### config.mk
export PLATFORM = sky130hd
export DESIGN_NAME = hcs_ram
export DESIGN_NICKNAME = d
export VERILOG_FILES = /design/src/rtl/hcs_ram.sv
export SDC_FILE = /design/constraint.sdc
export NUM_CORES = 1
export LEC_CHECK = 0
export BUFFER_PORTS_ARGS = -buffer_cell sky130_fd_sc_hd__buf_4
export CORE_ASPECT_RATIO = 0.75
export CORE_MARGIN = 2
export CORE_UTILIZATION = 45
export DETAILED_ROUTE_END_ITERATION = 8
export GPL_ROUTABILITY_DRIVEN = 0
export PLACE_DENSITY = 0.6
export SETUP_SLACK_MARGIN = 0.3
export SLEW_MARGIN = 20
export SYNTH_ARGS = -nofsm -noshare
export SYNTH_HDL_FRONTEND = slang
export SYNTH_SLANG_ARGS = --single-unit
export TNS_END_PERCENT = 50
### constraint.sdc
create_clock -name aclk -period 3 [get_ports aclk]
set_input_delay 0.9 -clock aclk [delete_from_list [all_inputs] [get_ports aclk]]
set_output_delay 0.9 -clock aclk [all_outputs]
set_load 0.1 [all_outputs]
### src/rtl/hcs_ram.sv
// Generic simple dual-port RAM: one write port, one registered read port.
`default_nettype none

module hcs_ram #(
    parameter int WIDTH = 8,
    parameter int DEPTH = 16,
    localparam int AW   = $clog2(DEPTH)
) (
    input  wire logic             aclk,
    input  wire logic             we,
    input  wire logic [AW-1:0]    waddr,
    input  wire logic [WIDTH-1:0] wdata,
    input  wire logic             re,
    input  wire logic [AW-1:0]    raddr,
    output logic      [WIDTH-1:0] rdata
);

    logic [WIDTH-1:0] mem [DEPTH];

    always_ff @(posedge aclk) begin
        if (we) begin
            mem[waddr] <= wdata;
        end
        if (re) begin
            rdata <= mem[raddr];
        end
    end

endmodule

`default_nettype wire

==> impl_metrics.tcl, run 1 <==
set metrics [dict create \
    grt_max_degree 33 \
    wl_per_cell_um 22.8 \
    start_util 0.457 \
    core-area_mm2 0.0114 \
    cts_repair_resize_count 0 \
    postSynthAreaPerCell_um2 22.8 \
    syn_nets 248 \
    grt_pass1_wl_um 15200 \
    root_buffer "clkbuf_16" \
    finalSetupViolations 0 \
    timing.setup.tns_ps 0 \
    worst_slew_pin_slew_ps 749 \
    slew_headroom 0.500 \
    async_flop_share 0 \
    post-cts-setup-buffers 0 \
    cts_sinks 136 \
    yosysUniqueCellTypes 18 \
    groute.usage.overall 0.177 \
    antennaDiodeCount 0 \
    hold_ws_ps 748 \
    hpwl_um 6200 \
    crit_start "raddr[0]" \
    crit_type "primary input to flop" \
    cp_max_fo 12 \
    area_growth_pct 19.2 \
    arrival_ps 2270 \
    cts.path.max_buffers 2 \
    cts_tree "yes" \
    die_x_um 128 \
    p_leak_nw 2.10 \
    fmax_mhz 473 \
    min_period_ps 2120 \
    timing_hold_violations_final 0 \
    ioPinCount 27 \
    grt_remaining_overflow 0 \
    die_h_um 97.3 \
    grt_pass1_vias 2443 \
    dr.pass1.iters 4 \
    finalClockSkew_ps 4.79 \
    drv_cap 0 \
    synth_edf_count 136 \
    clock_latency_ps 400 \
    synth.ff_latch_count 136 \
    synth_warnings 0 \
    drt_iter0_drc 256 \
    drive_gt1_frac 0.292 \
    synth_area_leaders "edfxtp_1 78%, mux4_2 7.8%, mux4_1 7.0%" \
    synth_most_common_cell "edfxtp_1" \
    yosys.area.top_type "edfxtp_1" \
    synth_top_area_share 0.781 \
    cp-start-kind "primary input" \
    cts_buffers 17 \
    drc 0 \
    hold_start "mem[7][7]" \
    yosysSeqAreaShare 0.781 \
    end_kind "flop" \
    die_area_mm2 0.0125 \
    hold_path_class "flop to flop" \
    power_per_cell_area_mw_per_mm2 709 \
    finalMaxSlewViolations 0 \
    netlist_instances 229 \
    required_ps 3160 \
    final_util 0.545 \
    reg2reg_from "mem[1][2]" \
    ant_nets 0 \
    synth_ff_type "edfxtp_1" \
    antenna_found_initial 0 \
    htreeDepth 4 \
    synth_top_cells_by_count "136 x edfxtp_1, 18 x mux4_2, 16 x a22oi_1" \
    rows 34 \
    clk_pin_slew_ps 50 \
    post-route-period-util 0.705 \
    vias 2439 \
    vdd_drop_max_uv 406 \
    nNetsFinal 301 \
    routed_wirelength_um 9990 \
    status "finished, final reports clean" \
    syn_area_mm2 0.00523 \
    portBuffers 26 \
    cts-hold-fix-buffers 0 \
    via_per_inst 5.56 \
    grt_setup_unrepaired "no" \
]
[stage by stage]
stage,power (mW),instances,setup slack (ps),cell area (µm²)
floorplan,2.36,229,607,5230
global placement,2.46,407,483,5660
detailed placement,2.47,407,452,5660
CTS,4.46,439,872,6230
global route,4.56,439,783,6230
finish,4.42,439,884,6230
[sequential cells by signal (all words and copies together) (netlist names)]
| name | count |
|---|---|
| mem | 128 |
| rdata | 8 |
[layer usage]
layer  wire length (µm)  track usage  vias up
met5                  0            0        -
met4                149       0.0862        0
met3                761       0.0363       14
met2               4500        0.240       86
met1               4580        0.276     1252
li1                   -            -     1087
[layout make-up]
| cell class | instances | area [µm²] |
|---|---|---|
| Tap cell | 144 | 180 |
| Clock inverter | 12 | 133 |
| Fill cell | 863 | 5210 |
| Timing Repair Buffer | 44 | 343 |
| Clock buffer | 20 | 437 |
| Sequential cell | 136 | 4080 |
| Multi-Input combinational cell | 83 | 1060 |
[kinds of logic (layout without fill, tap and decap cells)]
logic type      after synthesis  count (layout)  synth area share
compound gates               16              16            0.0230
buf+inv                      10              76            0.0165
mux                          32              32             0.148
flops                       136             136             0.781
simple gates                 35              35            0.0314
[worst max-delay path: stages]
cell	delay [ps]
buf_4	230
buf_4	270
mux4_1	590
a22oi_1	210
nand2_1	60
[cells in the final DEF, fill, tap and decap left out]
cell        synthesis  final
edfxtp_1          136    136
buf_4               1     43
mux4_2             18     18
clkbuf_16           0     17
a22oi_1            16     16
mux4_1             14     14
nor2_1             13     13
nand2_1             9      9
clkinv_1            0      6
nor3_1              4      4
bufinv_16           0      3
clkbuf_1            0      3
nand3b_1            2      2
nand2b_1            2      2
clkinvlp_4          0      2
nor2b_1             1      1
and2_1              1      1
and2b_1             1      1
nand3_1             1      1
or3b_2              1      1
clkinv_2            0      1
buf_12              0      1
[final timing paths]
kind / slack, ps / depth (start not counted) / to
min: 750 / 3 / rdata[7]
min reg2reg: 750 / 3 / rdata[7]
max reg2reg: 1540 / 3 / rdata[2]
max: 880 / 5 / rdata[4]
[power breakdown]
group          internal (mW)  switching [mW]  leakage (nW)
logic                 0.0936           0.174         0.596
clock network           1.29           0.713         0.269
registers               2.14          0.0126          1.24
Power figures use the tool's default switching activity.
==> run 2, diff against run 1 <==
Settings changed: PLACE_DENSITY 0.6 to 0.62.
Clock period 3 ns to 1.8 ns, I/O delays scaled along.
==> run 2 against run 1 <==
Against the previous run: sequential power increased by 67%; sequential share of layout area fell by 3.2 points; hold slack got worse by 310 ps; total power grew 73%; highest routed layer unchanged.
==> impl_metrics.tcl, run 2 (synthesized netlist as in run 1, its figures left out) <==
set metrics [dict create \
    status "finished, final reports clean" \
    hold_start "re" \
    grt_remaining_overflow 0 \
    worst_slew_pin_slew_ps 885 \
    drc 0 \
    start_util 0.457 \
    largest_reg_flops 128 \
    crit_start "rdata[0]" \
    groute.usage.overall 0.179 \
    power_per_cell_area_mw_per_mm2 1170 \
    root_buffer "clkbuf_16" \
    final_common_cell "edfxtp_1" \
    cpLargestDelayFamily "flip-flops" \
    p_leak_nw 2.18 \
    vias 2480 \
    drive_gt1_frac 0.409 \
    area_growth_pct 25.3 \
    mostFrequentLayoutCells "136 x edfxtp_1, 39 x buf_4, 31 x mux4_2" \
    vdd_drop_max_uv 628 \
    cts.path.max_buffers 2 \
    htreeDepth 4 \
    largestRegisters "mem x128, rdata x8" \
    cp_slowest_cell "edfxtp_1" \
    nNetsFinal 314 \
    rrSetupSlack_ps 340 \
    antenna_found_initial 0 \
    dpl_cell_area_mm2 0.00584 \
    ioPinCount 27 \
    crit_type "flop to output pin" \
    routed_wirelength_um 10200 \
    cp_max_fo 1 \
    die_x_um 128 \
    die_area_mm2 0.0125 \
    grt_max_degree 17 \
    min_period_ps 1610 \
    arrival_ps 1070 \
    portBuffers 26 \
    min_to "rdata[1]" \
    grt_pass1_vias 2658 \
    finalClockSkew_ps 8.84 \
    rows 34 \
    dr.pass1.iters 4 \
    wl_per_cell_um 22.5 \
    required_ps 1260 \
    via_per_inst 5.49 \
    clock_latency_ps 410 \
    core-area_mm2 0.0114 \
    r2r_cells 3 \
    grt_pass1_wl_um 15600 \
    finalMaxSlewViolations 0 \
    timing.rr.end "rdata[0]" \
    reg2reg_from "mem[2][0]" \
    die_h_um 97.3 \
    timing_hold_violations_final 0 \
    antennaDiodeCount 0 \
    drv_cap 0 \
    finalSetupViolations 0 \
    timing.setup.tns_ps 0 \
    post-route-period-util 0.893 \
    fin_area_mm2 0.00655 \
    slew_headroom 0.409 \
    fmax_mhz 622 \
    hold_path_class "primary input to flop" \
    cts_tree "yes" \
    grt_setup_unrepaired "yes" \
    drt_iter0_drc 212 \
    cp-start-kind "flop" \
    clk_pin_slew_ps 50 \
    path_cells "buf_6" \
    cts_buffers 17 \
    end_kind "output pin" \
    top_register "mem" \
    final_util 0.572 \
    hold_ws_ps 435 \
    hold_path_depth 1 \
    slowest_delay_ps 440 \
    hpwl_um 6630 \
    cts_sinks 136 \
    ant_nets 0 \
    path_buf_inv 1 \
]
run 2: cell count changes in the layout (fill, tap and decap cells not counted), moves of 3 or more:
cell / previous run / this run
nor2_1: 13 / 10
nor2_4: 0 / 3
buf_12: 1 / 9
nor3_1: 4 / 1
buf_6: 0 / 6
a22oi_1: 16 / 12
buf_4: 43 / 39
a22oi_2: 0 / 4
mux4_2: 18 / 31
mux4_1: 14 / 1
clkinv_1: 6 / 3
run 2: cell type report:
class	count	area, µm²
clock buffers	19	433
clock inverters	13	179
fillers	852	4890
multi-input cells	83	1070
flip-flops and latches	136	4080
well taps	144	180
repair buffers	57	598
run 2: how the worst max path moves through the flow:
stage / end / slack (ps) / depth (start not counted)
global placement: rdata[4] / -210 / 5
global route: rdata[0] / 150 / 1
detailed placement: rdata[0] / -250 / 5
floorplan: rdata[1] / 60 / 5
CTS: rdata[7] / 190 / 1
finish: rdata[0] / 190 / 1
run 2: timing repair:
item | 4_1_cts | 5_1_grt
cloned | 1 | 0
pin swaps | 1 | 0
hold buffers | 0 | 0
gates resized for setup | 11 | 7
buffers inserted | 0 | 0
setup endpoints to repair | 14 | 14
run 2: power by group:
| group | internal (mW) | switching (mW) |
|---|---|---|
| Sequential | 3.57 | 0.0242 |
| Combinational | 0.208 | 0.310 |
| Clock | 2.30 | 1.24 |
run 2: per-stage QoR:
step / worst slack [ps] / power [mW] / instances
3_3_place_gp: -213 / 4.14 / 419
6_report: 193 / 7.65 / 452
2_1_floorplan: 59.6 / 3.96 / 229
4_1_cts: 186 / 7.71 / 452
5_1_grt: 150 / 7.90 / 452
3_5_place_dp: -253 / 4.15 / 419
run 2: per-layer routing:
metal | vias to the layer above | part of all wire | wire length, µm | GRT usage
met3 | 9 | 0.060 | 608 | 0.0573
met5 | - | 0 | 0 | 0
li1 | 1106 | - | - | -
met1 | 1291 | 0.47 | 4760 | 0.262
met4 | 0 | 0.0074 | 75 | 0.0583
met2 | 74 | 0.46 | 4720 | 0.257
==> run 3, diff against run 2 <==
Settings changed: PLACE_DENSITY 0.62 to 0.6.
Clock period 1.8 ns to 1.6 ns, I/O delays scaled along.
==> run 3 against run 2 <==
Against the previous run: hold slack worse by 76 ps; critical path depth unchanged; routed wire length up 1.6%; critical endpoint is now rdata[3]; critical path type unchanged.
==> impl_metrics.tcl, run 3 (synthesized netlist as in run 1, its figures left out) <==
set metrics [dict create \
    finalClockSkew_ps 6.44 \
    wl_per_cell_um 22.3 \
    root_buffer "clkbuf_16" \
    grt_setup_unrepaired "yes" \
    worst_slew_pin_slew_ps 921 \
    rows 34 \
    dr.pass1.iters 4 \
    final_common_cell "edfxtp_1" \
    fill_cells 814 \
    slowest_delay_ps 420 \
    end_kind "output pin" \
    cts_tree "yes" \
    die_area_mm2 0.0125 \
    clock_latency_ps 410 \
    cp-start-kind "flop" \
    hold_ws_ps 358 \
    start_util 0.457 \
    via_per_inst 5.45 \
    drt_iter0_drc 212 \
    top_register "mem" \
    hpwl_um 6750 \
    antenna_found_initial 0 \
    portBuffers 26 \
    cts.path.max_buffers 2 \
    ant_nets 0 \
    power_per_cell_area_mw_per_mm2 1230 \
    p_leak_nw 2.27 \
    status "finished, final reports clean" \
    clk_pin_slew_ps 60 \
    hold_path_class "primary input to flop" \
    grt_pass1_wl_um 15600 \
    drive_gt1_frac 0.467 \
    cts_sinks 136 \
    cts_buffers 17 \
    grt_pass1_vias 2690 \
    grt_remaining_overflow 0 \
    timing_hold_violations_final 0 \
    antennaDiodeCount 0 \
    ioPinCount 27 \
    cp_max_fo 1 \
    hold_start "re" \
    drv_cap 0 \
    crit_type "flop to output pin" \
    path_cells "buf_6" \
    largestRegisters "mem x128, rdata x8" \
    die_h_um 97.3 \
    finalMaxSlewViolations 0 \
    htreeDepth 4 \
    reg2reg_from "mem[10][4]" \
    area_growth_pct 29.3 \
    mostFrequentLayoutCells "136 x edfxtp_1, 38 x buf_4, 32 x mux4_2" \
    arrival_ps 1040 \
    path_buf_inv 1 \
    die_x_um 128 \
    cpLargestDelayFamily "flip-flops" \
    fin_area_mm2 0.00676 \
    slew_headroom 0.384 \
    vias 2524 \
    min_period_ps 1520 \
    rrSetupSlack_ps 160 \
    drc 0 \
    grt_max_degree 17 \
    fmax_mhz 658 \
    dpl_cell_area_mm2 0.00598 \
    routed_wirelength_um 10300 \
    cts-hold-fix-buffers 0 \
    finalSetupViolations 0 \
    vdd_drop_max_uv 848 \
    required_ps 1120 \
    core-area_mm2 0.0114 \
    nNetsFinal 325 \
    largest_reg_flops 128 \
    groute.usage.overall 0.182 \
    crit_start "rdata[3]" \
    cp_slowest_cell "edfxtp_1" \
    timing.setup.tns_ps 0 \
    post-route-period-util 0.950 \
]
-- run 3: layout make-up --
cell class	count	area, µm²	area share
flip-flops and latches	136	4080	0.604
well taps	144	180	0.0267
repair buffers	68	797	0.118
multi-input cells	83	1150	0.171
clock buffers	19	433	0.0641
clock inverters	13	111	0.0165
-- run 3: what timing repair did --
item | in CTS | in global routing
buffers inserted | 7 | 1
setup endpoints to repair | 16 | 53
pin swaps | 5 | 8
resized for setup | 15 | 16
gates cloned | 1 | 0
-- run 3: report_power, final --
group	internal (mW)	switching, mW	total, mW
registers	4.02	0.0237	4.04
logic	0.286	0.375	0.660
clock network	2.25	1.36	3.61
-- run 3: through the flow --
stage	cells	util	setup WS, ps	total power, mW
after floorplan	229	-	-80.4	4.46
after global placement	422	0.523	-454	4.69
after detailed placement	422	0.523	-469	4.70
after CTS	462	0.585	63.6	8.35
after global routing	463	0.591	46.6	8.56
final	463	0.591	80.3	8.31
-- run 3: worst paths after layout --
| check | end | depth (start not counted) |
|---|---|---|
| setup / recovery | rdata[3] | 1 |
| hold / removal | rdata[1] | 1 |
| setup reg to reg | rdata[4] | 3 |
| hold reg to reg | rdata[2] | 3 |
-- run 3: layer usage --
metal	vias up	track usage	share of wire
li1	1121	-	-
met3	14	0.0507	0.059
met2	73	0.277	0.48
met1	1316	0.246	0.45
met5	-	0	0
met4	0	0.0845	0.014
